File: src/rtl/dmb_pkg.sv
// ----------------------------------------------------------------------------
// dmb_pkg
// Shared types, codes and helpers of the density matrix builder.
// ----------------------------------------------------------------------------
package dmb_pkg;

   localparam int DEF_MAX_BASIS    = 64;
   localparam int DEF_MAX_ORBITALS = 64;
   localparam int QUEUE_DEPTH      = 2;
   localparam int CSR_W            = 7;

   localparam logic [1:0] OP_COEF    = 2'd0;
   localparam logic [1:0] OP_OCC     = 2'd1;
   localparam logic [1:0] OP_COMPUTE = 2'd2;

   localparam logic [1:0] CSR_NUM_BASIS  = 2'd0;
   localparam logic [1:0] CSR_NUM_CLOSED = 2'd1;
   localparam logic [1:0] CSR_NUM_OPEN   = 2'd2;
   localparam logic [1:0] CSR_OPEN_SHELL = 2'd3;

   localparam logic signed [31:0] OCC_MAX = 32'sd32768;

   typedef enum logic [1:0] {
      KIND_COEF    = 2'd0,
      KIND_OCC     = 2'd1,
      KIND_COMPUTE = 2'd2
   } kind_type;

   typedef struct packed {
      logic [CSR_W-1:0] num_basis;
      logic [CSR_W-1:0] num_closed;
      logic [CSR_W-1:0] num_open;
      logic             open_shell;
   } cfg_type;

   function automatic int idx_width(int depth);
      return (depth > 1) ? $clog2(depth) : 1;
   endfunction

   function automatic int cnt_width(int maxv);
      return (maxv > 0) ? $clog2(maxv + 1) : 1;
   endfunction

   function automatic int max_int(int a, int b);
      return (a > b) ? a : b;
   endfunction

   function automatic int entry_width(int mb, int mo);
      return $bits(kind_type) + 3 * idx_width(mb * mo) + idx_width(mo) + 32
             + idx_width(mb * (mb + 1) / 2) + 1;
   endfunction

   function automatic logic signed [63:0] sat_add(logic signed [63:0] a,
                                                  logic signed [63:0] b);
      logic signed [64:0] s;
      s = {a[63], a} + {b[63], b};
      if (s[64] != s[63]) begin
         return s[64] ? {1'b1, 63'd0} : {1'b0, {63{1'b1}}};
      end
      return s[63:0];
   endfunction

   function automatic logic signed [63:0] sat_sub(logic signed [63:0] a,
                                                  logic signed [63:0] b);
      logic signed [64:0] s;
      s = {a[63], a} - {b[63], b};
      if (s[64] != s[63]) begin
         return s[64] ? {1'b1, 63'd0} : {1'b0, {63{1'b1}}};
      end
      return s[63:0];
   endfunction

endpackage

File: src/rtl/dmb_front.sv
// ----------------------------------------------------------------------------
// dmb_front
// Decodes request beats, checks ranges, swaps indices and queues work.
// ----------------------------------------------------------------------------
module dmb_front #(
   parameter int  MAX_BASIS    = dmb_pkg::DEF_MAX_BASIS,
   parameter int  MAX_ORBITALS = dmb_pkg::DEF_MAX_ORBITALS,
   localparam int ENTRY_W      = dmb_pkg::entry_width(MAX_BASIS, MAX_ORBITALS)
) (
   input  dmb_pkg::cfg_type     cfg,
   input  logic                 req_valid,
   input  logic [1:0]           req_operation,
   input  logic [5:0]           req_row,
   input  logic [5:0]           req_column,
   input  logic signed [31:0]   req_value,
   input  logic                 clearing,
   input  logic                 q_full,
   output logic                 req_stall,
   output logic                 q_push,
   output logic [ENTRY_W-1:0]   q_data
);
   import dmb_pkg::*;

   localparam int CA_W = idx_width(MAX_BASIS * MAX_ORBITALS);
   localparam int OA_W = idx_width(MAX_ORBITALS);
   localparam int PI_W = idx_width(MAX_BASIS * (MAX_BASIS + 1) / 2);
   localparam int NB_W = max_int(CSR_W, cnt_width(MAX_BASIS));

   typedef struct packed {
      kind_type          kind;
      logic [CA_W-1:0]   waddr;
      logic [OA_W-1:0]   oaddr;
      logic [31:0]       wdata;
      logic [CA_W-1:0]   ibase;
      logic [CA_W-1:0]   jbase;
      logic [PI_W-1:0]   pidx;
      logic              diag;
   } entry_type;

   logic [5:0]      i_idx;
   logic [5:0]      j_idx;
   logic [NB_W-1:0] nb_eff;
   logic [12:0]     tri_sum;
   logic            keep;
   entry_type       ent;

   always_comb begin
      i_idx  = (req_row > req_column) ? req_row : req_column;
      j_idx  = (req_row > req_column) ? req_column : req_row;
      nb_eff = (NB_W'(cfg.num_basis) < NB_W'(MAX_BASIS)) ? NB_W'(cfg.num_basis)
                                                         : NB_W'(MAX_BASIS);
      tri_sum = 13'((13'(i_idx) * (13'(i_idx) + 13'd1)) >> 1) + 13'(j_idx);

      ent.kind  = KIND_COEF;
      ent.waddr = CA_W'(32'(req_row) * 32'(MAX_ORBITALS) + 32'(req_column));
      ent.oaddr = OA_W'(req_column);
      ent.wdata = req_value;
      ent.ibase = CA_W'(32'(i_idx) * 32'(MAX_ORBITALS));
      ent.jbase = CA_W'(32'(j_idx) * 32'(MAX_ORBITALS));
      ent.pidx  = PI_W'(tri_sum);
      ent.diag  = (i_idx == j_idx);
      keep      = 1'b0;

      unique case (req_operation)
         OP_COEF: begin
            ent.kind = KIND_COEF;
            keep = (32'(req_row) < 32'(MAX_BASIS)) && (32'(req_column) < 32'(MAX_ORBITALS));
         end
         OP_OCC: begin
            ent.kind = KIND_OCC;
            keep = (32'(req_column) < 32'(MAX_ORBITALS));
            if (req_value < 0) begin
               ent.wdata = '0;
            end else if (req_value > OCC_MAX) begin
               ent.wdata = OCC_MAX;
            end
         end
         OP_COMPUTE: begin
            ent.kind = KIND_COMPUTE;
            keep = (NB_W'(i_idx) < nb_eff);
         end
         default: begin
            keep = 1'b0;
         end
      endcase
   end

   assign req_stall = clearing | q_full;
   assign q_push    = req_valid & ~req_stall & keep;
   assign q_data    = ent;

endmodule

File: config.mk
export PLATFORM = sky130hd
export DESIGN_NAME = dmb_front
export DESIGN_NICKNAME = d
export VERILOG_FILES = /design/src/rtl/dmb_pkg.sv /design/src/rtl/dmb_front.sv
export SDC_FILE = /design/constraint.sdc
export NUM_CORES = 1
export LEC_CHECK = 0
export BUFFER_PORTS_ARGS = -buffer_cell sky130_fd_sc_hd__buf_2
export CAP_MARGIN = 20
export CORE_MARGIN = 2
export CORE_UTILIZATION = 42
export DETAILED_ROUTE_END_ITERATION = 8
export PLACE_DENSITY = 0.89
export SLEW_MARGIN = 10
export SYNTH_ARGS = -nofsm -noshare
export SYNTH_HDL_FRONTEND = slang
export SYNTH_SLANG_ARGS = --single-unit
File: constraint.sdc
create_clock -name vclk -period 9.1
set_input_delay 1.82 -clock vclk [all_inputs]
set_output_delay 1.82 -clock vclk [all_outputs]
set_load 0.005 [all_outputs]
==> impl_metrics.toml <==
[synth]
seq_area_frac_synth = 0
synth_area_um2 = 2630
postSynthAreaPerCell_um2 = 7.79
synth_commonest_cells = "ha_1 (45), inv_1 (42), buf_4 (32), and2_1 (31), nor2_1 (31)"
ys_types = 46
synth_area_leader_cell = "ha_1"
synth_top_area_frac = 0.214
yosys.cell_count.top_type = "ha_1"
ys_warn_count = 0
synth_area_leaders = "ha_1 (21%), fa_1 (16%), buf_4 (9.1%)"
synthCells = 337

[layout]
drive_above_1_share = 0.513
seqCellArea_um2 = 0
n_antenna_cell = 0
fin_cells = 580
seq_cells = 0
nClkBuffers = 0
fin_nets = 644
postLayoutCoreUtil = 0.670
syn_to_final_growth_pct = 52.8
fill_cells = 442

[power]
leakage_nw = 2.10
irDropWorstVdd_mv = 0.701
power.density_nw_per_um2 = 381

[drt]
drt_iter0_drc = 138
drt-total-wl_um = 9550
vias_per_cell = 5.23
wire_per_inst_um = 16.5
dr.pass1.iters = 4
antenna_left = 0
drc = 0
num_vias = 3035

[place]
port-buffer-count = 135
hpwl_um = 7420
dp_cells = 574
place.gp.congestion = 0.945

[critical_path]
crit_fanout = 7
crit_family = "adder cells"
crit_top_cell = "ha_4"
path_depth = 26
crit_arrival_ps = 7640
startpoint_type = "input port"
critical-path-slowest-cell = "fa_1"
critPathCaptureType = "primary output"
cp-endpoint = "q_data[12]"
crit_buf_inv = 8
path_class = "in -> out"
slowest_delay_ps = 520
cp-startpoint = "req_column[2]"
worst_ep_required_time_ps = 7280

[floorplan]
die_height_um = 83.1
design.core.area_um2 = 5990
die_w_um = 83.1
fp-row-count = 28
dieArea_um2 = 6900
ios = 162
initial_core_util = 0.438

[timing]
worst_slew_pin_slew_ps = 759
period_needed_ps = 9460
clock.fmax_ghz = 0.106
worst_slack_ps = -364
setup_viol = 6
slew_headroom = 0.494
hold_violations = 0
slew_violations = 0
period_share = 1.04
rsz0062_at_grt = "true"

[clock_network]
ctsHoldBuffers = 0

[grt]
grt_pass1_vias = 3106
grt_max_degree = 31
grt_overflow = 0
antenna_found_initial = 0
grt_pass1_wl_um = 14000
gr-usage-all-layers = 0.239

[worst_hold_path]
hold_path.class = "in -> out"

[status]
violations = "setup timing"
outcome = "complete, but fails checks"

[flow_run]
cap_violations = 0
## placed cells by master (no fill, tap or decap), drive strengths merged, types with 2 or more instances in the layout
cell	count
nand2b	7
conb	12
or3	2
nand3	2
a31o	2
or2	2
a21o	6
and3	2
a21oi	18
nand2	9
o21ai	6
nor2	31
xor2	8
nor4	9
and2	31
a221oi	2
ha	45
nor2b	4
fa	21
buf	194
o211ai	3
inv	43
nand4	3
mux2	6
xnor2	10
mux2i	6
nor3	9
## power breakdown
group / internal, mW / total (mW) / switching (mW) / leakage [nW]
clock: 0 / 0 / 0 / 0
sequential: 0 / 0 / 0 / 0
combinational: 0.807 / 1.53 / 0.722 / 2.10
## metrics by stage
step	setup slack [ps]	power, mW	cell area, µm²	TNS, ps	hold WS, ps
after floorplan	28.4	0.767	2820	0	3670
after detailed placement	-444	1.26	3710	-2090	3890
after global routing	-550	1.65	4010	-2510	3910
after global placement	-371	1.20	3710	-1540	3880
after CTS	-282	1.35	3810	-1030	3890
final	-364	1.53	4010	-1490	3890
## kinds of logic (layout without fill, tap and decap cells)
family / after synthesis / after routing / share of synthesized area
simple gates: 116 / 116 / 0.238
buf+inv: 80 / 237 / 0.163
fa+ha+maj: 66 / 66 / 0.374
compound gates: 44 / 44 / 0.107
xor+xnor: 18 / 18 / 0.0600
mux: 12 / 12 / 0.0562
other cells: 1 / 12 / 0.00143
## metal layers
metal	wire length [µm]	track usage	vias to the layer above
met2	5400	0.490	151
met1	3330	0.256	1424
met3	476	0.0219	33
met4	343	0.0611	0
met5	0	0	-
li1	-	-	1427
## worst min-delay path, delay by kind of cell
| family | cells | cell delay (ps) |
|---|---|---|
| buffers and inverters | 2 | 210 |
| and+or+nand+nor | 1 | 40 |
## how the worst min path moves through the flow
| stage | to | start | cells after the start |
|---|---|---|---|
| 3_5_place_dp | q_data[88] | req_operation[0] | 3 |
| 6_report | q_data[88] | req_operation[0] | 3 |
| 3_3_place_gp | q_data[88] | req_operation[0] | 3 |
| 2_1_floorplan | q_data[88] | req_operation[0] | 1 |
| 5_1_grt | req_stall | clearing | 4 |
| 4_1_cts | q_data[88] | req_operation[0] | 3 |
## timing repair
action / 4_1_cts / 5_1_grt
endpoints found under the setup margin: 7 / 8
pin swaps: 28 / 29
resized for setup: 19 / 30
hold endpoints to repair: 0 / 0
buffers inserted: 3 / 3
## layout make-up
cell class / instances / area (µm²) / area share
multi-input combinational: 268 / 2620 / 0.652
tap: 75 / 93.8 / 0.0234
timing repair buffer: 194 / 1140 / 0.284
inverter: 43 / 164 / 0.0408
Power figures use the tool's default switching activity.
