### src/rtl/dmb_pkg.sv
// ----------------------------------------------------------------------------
// dmb_pkg
// Shared types, codes and helpers of the density matrix builder.
// ----------------------------------------------------------------------------
package dmb_pkg;

   localparam int DEF_MAX_BASIS    = 64;
   localparam int DEF_MAX_ORBITALS = 64;
   localparam int QUEUE_DEPTH      = 2;
   localparam int CSR_W            = 7;

   localparam logic [1:0] OP_COEF    = 2'd0;
   localparam logic [1:0] OP_OCC     = 2'd1;
   localparam logic [1:0] OP_COMPUTE = 2'd2;

   localparam logic [1:0] CSR_NUM_BASIS  = 2'd0;
   localparam logic [1:0] CSR_NUM_CLOSED = 2'd1;
   localparam logic [1:0] CSR_NUM_OPEN   = 2'd2;
   localparam logic [1:0] CSR_OPEN_SHELL = 2'd3;

   localparam logic signed [31:0] OCC_MAX = 32'sd32768;

   typedef enum logic [1:0] {
      KIND_COEF    = 2'd0,
      KIND_OCC     = 2'd1,
      KIND_COMPUTE = 2'd2
   } kind_type;

   typedef struct packed {
      logic [CSR_W-1:0] num_basis;
      logic [CSR_W-1:0] num_closed;
      logic [CSR_W-1:0] num_open;
      logic             open_shell;
   } cfg_type;

   function automatic int idx_width(int depth);
      return (depth > 1) ? $clog2(depth) : 1;
   endfunction

   function automatic int cnt_width(int maxv);
      return (maxv > 0) ? $clog2(maxv + 1) : 1;
   endfunction

   function automatic int max_int(int a, int b);
      return (a > b) ? a : b;
   endfunction

   function automatic int entry_width(int mb, int mo);
      return $bits(kind_type) + 3 * idx_width(mb * mo) + idx_width(mo) + 32
             + idx_width(mb * (mb + 1) / 2) + 1;
   endfunction

   function automatic logic signed [63:0] sat_add(logic signed [63:0] a,
                                                  logic signed [63:0] b);
      logic signed [64:0] s;
      s = {a[63], a} + {b[63], b};
      if (s[64] != s[63]) begin
         return s[64] ? {1'b1, 63'd0} : {1'b0, {63{1'b1}}};
      end
      return s[63:0];
   endfunction

   function automatic logic signed [63:0] sat_sub(logic signed [63:0] a,
                                                  logic signed [63:0] b);
      logic signed [64:0] s;
      s = {a[63], a} - {b[63], b};
      if (s[64] != s[63]) begin
         return s[64] ? {1'b1, 63'd0} : {1'b0, {63{1'b1}}};
      end
      return s[63:0];
   endfunction

endpackage

### src/rtl/dmb_queue.sv
// ----------------------------------------------------------------------------
// dmb_queue
// Small first-in first-out queue between the front and the back.
// ----------------------------------------------------------------------------
module dmb_queue #(
   parameter int WIDTH = 1,
   parameter int DEPTH = dmb_pkg::QUEUE_DEPTH
) (
   input  logic             clock,
   input  logic             reset,
   input  logic             push,
   input  logic [WIDTH-1:0] push_data,
   input  logic             pop,
   output logic             full,
   output logic             empty,
   output logic [WIDTH-1:0] head
);
   import dmb_pkg::*;

   localparam int PW = idx_width(DEPTH);
   localparam int CW = cnt_width(DEPTH);

   logic [WIDTH-1:0] slot_ff [DEPTH];
   logic [PW-1:0]    wr_ptr_ff, wr_ptr_in;
   logic [PW-1:0]    rd_ptr_ff, rd_ptr_in;
   logic [CW-1:0]    count_ff, count_in;

   always_comb begin
      wr_ptr_in = wr_ptr_ff;
      rd_ptr_in = rd_ptr_ff;
      count_in  = count_ff;
      if (push) begin
         wr_ptr_in = (wr_ptr_ff == PW'(DEPTH - 1)) ? '0 : PW'(wr_ptr_ff + PW'(1));
      end
      if (pop) begin
         rd_ptr_in = (rd_ptr_ff == PW'(DEPTH - 1)) ? '0 : PW'(rd_ptr_ff + PW'(1));
      end
      if (push && !pop) begin
         count_in = CW'(count_ff + CW'(1));
      end else if (pop && !push) begin
         count_in = CW'(count_ff - CW'(1));
      end
   end

   always_ff @(posedge clock) begin
      if (reset) begin
         wr_ptr_ff <= '0;
         rd_ptr_ff <= '0;
         count_ff  <= '0;
      end else begin
         wr_ptr_ff <= wr_ptr_in;
         rd_ptr_ff <= rd_ptr_in;
         count_ff  <= count_in;
      end
   end

   always_ff @(posedge clock) begin
      if (push) begin
         slot_ff[wr_ptr_ff] <= push_data;
      end
   end

   assign full  = (count_ff == CW'(DEPTH));
   assign empty = (count_ff == '0);
   assign head  = slot_ff[rd_ptr_ff];

endmodule

### config.mk
export PLATFORM = sky130hd
export DESIGN_NAME = dmb_queue
export DESIGN_NICKNAME = d
export VERILOG_FILES = /design/src/rtl/dmb_pkg.sv /design/src/rtl/dmb_queue.sv
export SDC_FILE = /design/constraint.sdc
export NUM_CORES = 1
export LEC_CHECK = 0
export BUFFER_PORTS_ARGS = -buffer_cell sky130_fd_sc_hd__buf_2
export CORE_AREA = 2 2 39 41
export CTS_BUF_LIST = sky130_fd_sc_hd__clkbuf_4 sky130_fd_sc_hd__clkbuf_8
export DETAILED_ROUTE_END_ITERATION = 8
export DIE_AREA = 0 0 41 43
export SLEW_MARGIN = 5
export SYNTH_ARGS = -nofsm -noshare
export SYNTH_HDL_FRONTEND = slang
export SYNTH_SLANG_ARGS = --single-unit
### constraint.sdc
create_clock -name clock -period 1.5 [get_ports clock]
set_clock_uncertainty 0.15 [all_clocks]
set_input_delay 0.15 -clock clock [delete_from_list [all_inputs] [get_ports clock]]
set_output_delay 0.15 -clock clock [all_outputs]
set_load 0.05 [all_outputs]
==> results.md, run 1 <==
* Total number of vias at 193
* CTS Root Cell: clkbuf_4
* Slew headroom at 83.5%
* Post-CTS setup buffers at 0
* Hold Crit Start: pop
* Global-route wire length before repair at 752 um
* Fmax at 0.724 GHz
* CP endpoint kind: output pin
* PD cells at 1380 mW/mm2
* DR WL/cell at 7.57 um
* Post-synthesis sequential area ratio at 57.4%
* Most frequent cells in the layout: buf_2 (7), nor2_1 (5), dfxtp_1 (5)
* Largest net degree at the start of global routing at 6
* Die footprint at 0.00176 mm2
* Final setup fails at 0
* Longest Clk Path Bufs at 2
* Vias per inst at 3.57
* CTS tree: done
* Hold-fix buffers at CTS at 2
* Vias in the first global route at 202
* Core Area at 0.00138 mm2
* Reg2reg start: count_ff[0]
* Setup total negative slack at 0 ps
* Slew @ Worst Pin at 250 ps
* CP delay by family, top: multiplexers
* Tot GR Track Use at 6.86%
* Final Slew Violations at 0
* Met2 GRT Util at 7.81%
* RSZ-0062 raised after global routing: no
* Share of cells above drive strength 1 at 34.2%
* Post_cts resized at 0
* Flops & latches, synth at 7
* Yosys Warn Count at 0
* Gr busiest metal: met1
* Reg2reg setup slack at 340 ps
* Initial antenna violation count at 0
* Status: finished, final reports clean
* Fin util at 27.8%
* Minimum clock period at 1380 ps
* Port-buffer cells at 7
* Clock-pin slew on the worst setup and hold paths at 50 ps
* MaxCap Viol Count at 0
* # nets final at 45
* Area Overhead vs Synth at 37.7%
* Ant diodes at 0
* WP depth at 2
* Routing usage on met3 at 3.14%
* Post-route antenna net violation count at 0
* Routed WL at 409 um
* Mapped Area at 279 um2
* GRT met1 Usage at 8.17%
* Gpl congestion at 0.568
* Setup Crit Path Kind: reg -> out
* Die W at 41 um
* Clk sinks at 7
* Final period util at 92.0%
* CTS buffer count at 3
* CP Cell Sequence: mux2_2 > buf_2
* Row count at 14
* Worst r2r path cells at 3
* RR Endpoint: count_ff[1]
* Static Leak at 0.172 nW
* Post-route DRC at 0
* Hold WC Path Type: in -> reg
* Die Y at 43 um
* Critical Path Sink: head
* Final Hold Vio Count at 0
* Htree depth at 1
* Critical path launch point type: flop
* Worst endpoint required time at 1200 ps
* Worst path buffer plus inverter count at 1
* Max IR drop VDD at 0.418 mV
* Grt ovf at 0
* Drt first pass iters at 1
* CP max FO at 1
* 1st-iter DRT viols at 0
* Clock Latency Late Sink at 240 ps
* Average size of a mapped cell at 11.2 um2
* Syn Nets at 31
* Starting Density at 20.2%
* Crit path DAT at 1080 ps
* Most common cell after layout, fill and taps aside: buf_2
* CP max-delay cell: mux2_2
* Post-synthesis cell count at 25
* Max incr delay on CP at 320 ps
* Synth unique cells at 14
* I/O pins at 8
[kinds of logic (layout without fill, tap and decap cells)]
| logic type | count (synthesis) | count (layout) | share of synthesized area [%] |
|---|---|---|---|
| flops | 7 | 7 | 57.4 |
| xor+xnor | 4 | 4 | 12.6 |
| simple gates | 9 | 9 | 16.6 |
| fa+ha+maj | 1 | 1 | 4.48 |
| compound gates | 2 | 2 | 3.58 |
| buf+inv | 1 | 14 | 1.34 |
| mux | 1 | 1 | 4.04 |
[power breakdown]
| part | internal, mW | switching (mW) |
|---|---|---|
| logic | 0.0434 | 0.0750 |
| clock network | 0.119 | 0.0656 |
| registers | 0.215 | 0.0126 |
[routing by layer]
layer	share of wire, %	up-vias	routed length (um)
li1	-	107	-
met5	0	-	0
met3	6.1	0	25
met1	50	82	205
met2	43	4	177
met4	0	0	0
[cell usage after synthesis]
cell      n  share of area (%)
a21oi_1   1                1.8
and2_1    1                2.2
and2b_2   1                3.1
dfxtp_1   5                 36
edfxtp_1  2                 22
ha_1      1                4.5
inv_1     1                1.3
mux2_2    1                4.0
nor2_1    5                6.7
nor2b_1   1                2.2
o21ai_0   1                1.8
or3_1     1                2.2
xnor2_1   2                6.3
xor2_1    2                6.3
[per-stage QoR]
| stage | hold slack [ps] | cell area, um2 | setup WS, ps | power [mW] | cells |
|---|---|---|---|---|---|
| detailed placement | 197 | 334 | 184 | 0.348 | 48 |
| finish | 31.1 | 384 | 120 | 0.531 | 54 |
| global placement | 196 | 334 | 203 | 0.346 | 48 |
| global route | 48.8 | 384 | 67.5 | 0.567 | 54 |
| CTS | 26.2 | 384 | 103 | 0.542 | 54 |
| floorplan | 69.1 | 279 | 224 | 0.321 | 25 |
[worst min-delay path by stage]
stage               slack, ps  cells after the start     endpoint
finish                     30                      3         flop
global route               50                      3         flop
CTS                        30                      3         flop
detailed placement        200                      1   slot_ff[1]
global placement          200                      1   slot_ff[0]
floorplan                  70                      1  count_ff[1]
[layout make-up]
type,count,area (um2)
inverters,1,3.75
flip-flops and latches,7,160
multi-input cells,17,115
repair buffers,9,55.1
clock buffers,4,30.0
fillers,148,1000
well taps,16,20.0
[tightest hold or removal path: cells and delay by family]
family / cells / cell delay (ps)
buffers and inverters: 1 / 90
xor gates and xnor gates: 1 / 70
and+or+nand+nor: 1 / 70
(Power assumes the default switching activity.)
==> run 2: changes to the inputs <==
--- a/config.mk
+++ b/config.mk
@@ -10,6 +10,8 @@
 export CTS_BUF_LIST = sky130_fd_sc_hd__clkbuf_4 sky130_fd_sc_hd__clkbuf_8
 export DETAILED_ROUTE_END_ITERATION = 8
 export DIE_AREA = 0 0 41 43
+export RECOVER_POWER = 50
+export SETUP_SLACK_MARGIN = 0.15
 export SLEW_MARGIN = 5
 export SYNTH_ARGS = -nofsm -noshare
 export SYNTH_HDL_FRONTEND = slang
==> run 2 against run 1 <==
Net effect:
- worst setup slack better by 53 ps
- combinational power is 9% higher
- first-iteration DRC count is the same
- critical path depth did not move
- clock power about the same
- via count is 1.0% higher
- final area is 4.2% higher
- total power rose by 2.3%
- die area did not move
- sequential share of layout area decreased by 1.4 points
- clock-buffer cell count is the same
- critical endpoint unchanged
- largest power group unchanged
- highest routed layer unchanged
==> results.md, run 2 (synthesis results as in run 1) <==
* Reg2reg setup slack at 350 ps (about the same)
* Minimum clock period at 1330 ps (-52.9 ps)
* Switching share of power at 28.5% (-0.32 points)
* Total number of vias at 195 (+1.0%)
* Final Slew Violations at 0 (unchanged)
* Combinational Power Share at 23.8% (+1.5 points)
* RR Endpoint: count_ff[1]
* Starting Density at 20.2% (unchanged)
* Longest Clk Path Bufs at 2 (unchanged)
* Setup total negative slack at 0 ps (unchanged)
* I/O pins at 8 (unchanged)
* Largest net degree at the start of global routing at 6 (unchanged)
* CTS Root Cell: clkbuf_4
* RSZ-0062 raised after global routing: yes
* Ant diodes at 0 (unchanged)
* DP Cell Count at 48 (unchanged)
* Final instance count without filler cells at 54 (unchanged)
* Global-route wire length before repair at 752 um (unchanged)
* Htree depth at 1 (unchanged)
* Port-buffer cells at 7 (unchanged)
* CTS tree: done
* Slew headroom at 83.6% (+0.094 points)
* Row count at 14 (unchanged)
* Reg2reg start: count_ff[0]
* Internal power at 0.389 mW (+2.8%)
* Worst r2r path cells at 3 (unchanged)
* Placed inst area at 334 um2 (unchanged)
* Static Leak at 0.177 nW (+2.8%)
* Pre-CTS WS at 184 ps (unchanged)
* Share of cells above drive strength 1 at 34.2% (unchanged)
* Die W at 41 um (unchanged)
* Routed WL at 405 um (-0.98%)
* P_sw at 0.155 mW (+1.2%)
* MaxCap Viol Count at 0 (unchanged)
* Post-route DRC at 0 (unchanged)
* Vias in the first global route at 202 (unchanged)
* Final Hold Vio Count at 0 (unchanged)
* CP max FO at 1 (unchanged)
* Grt ovf at 0 (unchanged)
* Final instance area at 400 um2 (+4.2%)
* Final period util at 88.5% (-3.5 points)
* Critical Path Sink: head
* Initial antenna violation count at 0 (unchanged)
* Max IR drop VDD at 0.429 mV (+2.6%)
* CTS buffer count at 3 (unchanged)
* Drt first pass iters at 1 (unchanged)
* Status: finished, final reports clean
* Gpl congestion at 0.568 (unchanged)
* Most common cell after layout, fill and taps aside: nor2_1
* Vias per inst at 3.61 (+1.0%)
* Most frequent cells in the layout: nor2_1 (5), dfxtp_1 (4), clkbuf_4 (4), buf_2 (4)
* Clk sinks at 7 (unchanged)
* Setup Crit Path Kind: reg -> out
* PD cells at 1360 mW/mm2 (-1.8%)
* Area Overhead vs Synth at 43.5%
* Clock Latency Late Sink at 240 ps (about the same)
* Final setup fails at 0 (unchanged)
* Slew @ Worst Pin at 248 ps (-1.42 ps)
* Critical path launch point type: flop
* DR WL/cell at 7.50 um (-0.98%)
* Setup ws final at 173 ps (+52.9 ps)
* Power share of the clock group at 34.0% (-0.8 points)
* Die footprint at 0.00176 mm2 (unchanged)
* Clock-pin slew on the worst setup and hold paths at 50 ps (about the same)
* CP endpoint kind: output pin
* CP Launch Point: slot_ff[0]
* Crit path DAT at 1030 ps (-50 ps)
* Fin util at 28.9% (+1.2 points)
* 1st-iter DRT viols at 0 (unchanged)
* Sequential share of power at 42.2% (-0.7 points)
* # nets final at 45 (unchanged)
* Post-route antenna net violation count at 0 (unchanged)
* Hold WC Path Type: in -> reg
* Tot GR Track Use at 6.86% (unchanged)
* Worst endpoint required time at 1200 ps (about the same)
* Core Area at 0.00138 mm2 (unchanged)
* Post-CTS setup buffers at 0 (unchanged)
* Die Y at 43 um (unchanged)
* Fmax at 0.753 GHz (+4.0%)
[run 2: cell types whose count changed in the layout (fill, tap and decap cells not counted), sizes merged]
cell,change
buf,-1
clkbuf,+1
[run 2: critical path, stage by stage (launching register included)]
cell and delay (ps):
edfxtp_1 350, mux2_4 280, buf_8 150
[run 2: routing by layer]
layer,GRT usage [%],vias up,share of wire [%]
li1,-,107,-
met1,8.17,84,49
met2,7.81,4,45
met3,3.14,0,5.4
met4,8.00,0,0
met5,0,-,0
[run 2: power by group through the flow]
stage | clock network, mW | logic [mW] | registers (mW)
final | 0.185 | 0.129 | 0.230
after global routing | 0.207 | 0.139 | 0.233
after floorplan | 0 | 0.0908 | 0.230
after global placement | 0 | 0.114 | 0.232
after detailed placement | 0 | 0.115 | 0.233
after CTS | 0.193 | 0.124 | 0.230
[run 2: area by class of cell]
| class | count | area (um2) |
|---|---|---|
| inverter | 1 | 3.75 |
| fill | 148 | 983 |
| sequential | 7 | 161 |
| clock buffer | 4 | 30.0 |
| tap | 16 | 20.0 |
| multi-input combinational | 17 | 119 |
| timing repair buffer | 9 | 66.3 |
[run 2: how the worst min path moves through the flow]
stage          slack (ps)          end       from  cells after the start
2_1_floorplan          70  count_ff[1]      reset                      1
3_3_place_gp          200   slot_ff[0]  push_data                      1
3_5_place_dp          200   slot_ff[1]  push_data                      1
4_1_cts                30         flop        pop                      3
5_1_grt                50         flop        pop                      3
6_report               30         flop        pop                      3
[run 2: stage by stage]
step | hold slack, ps | power, mW
final | 31.1 | 0.544
after global routing | 48.9 | 0.579
after CTS | 26.2 | 0.547
after detailed placement | 197 | 0.348
after global placement | 196 | 0.346
after floorplan | 69.1 | 0.321
[run 2: what timing repair did]
item                                    4_1_cts  5_1_grt
hold buffers                                  2        0
endpoints found under the setup margin        2        2
hold endpoints to repair                      7        0
gates resized for setup                       3        4
pin swaps                                     0        0
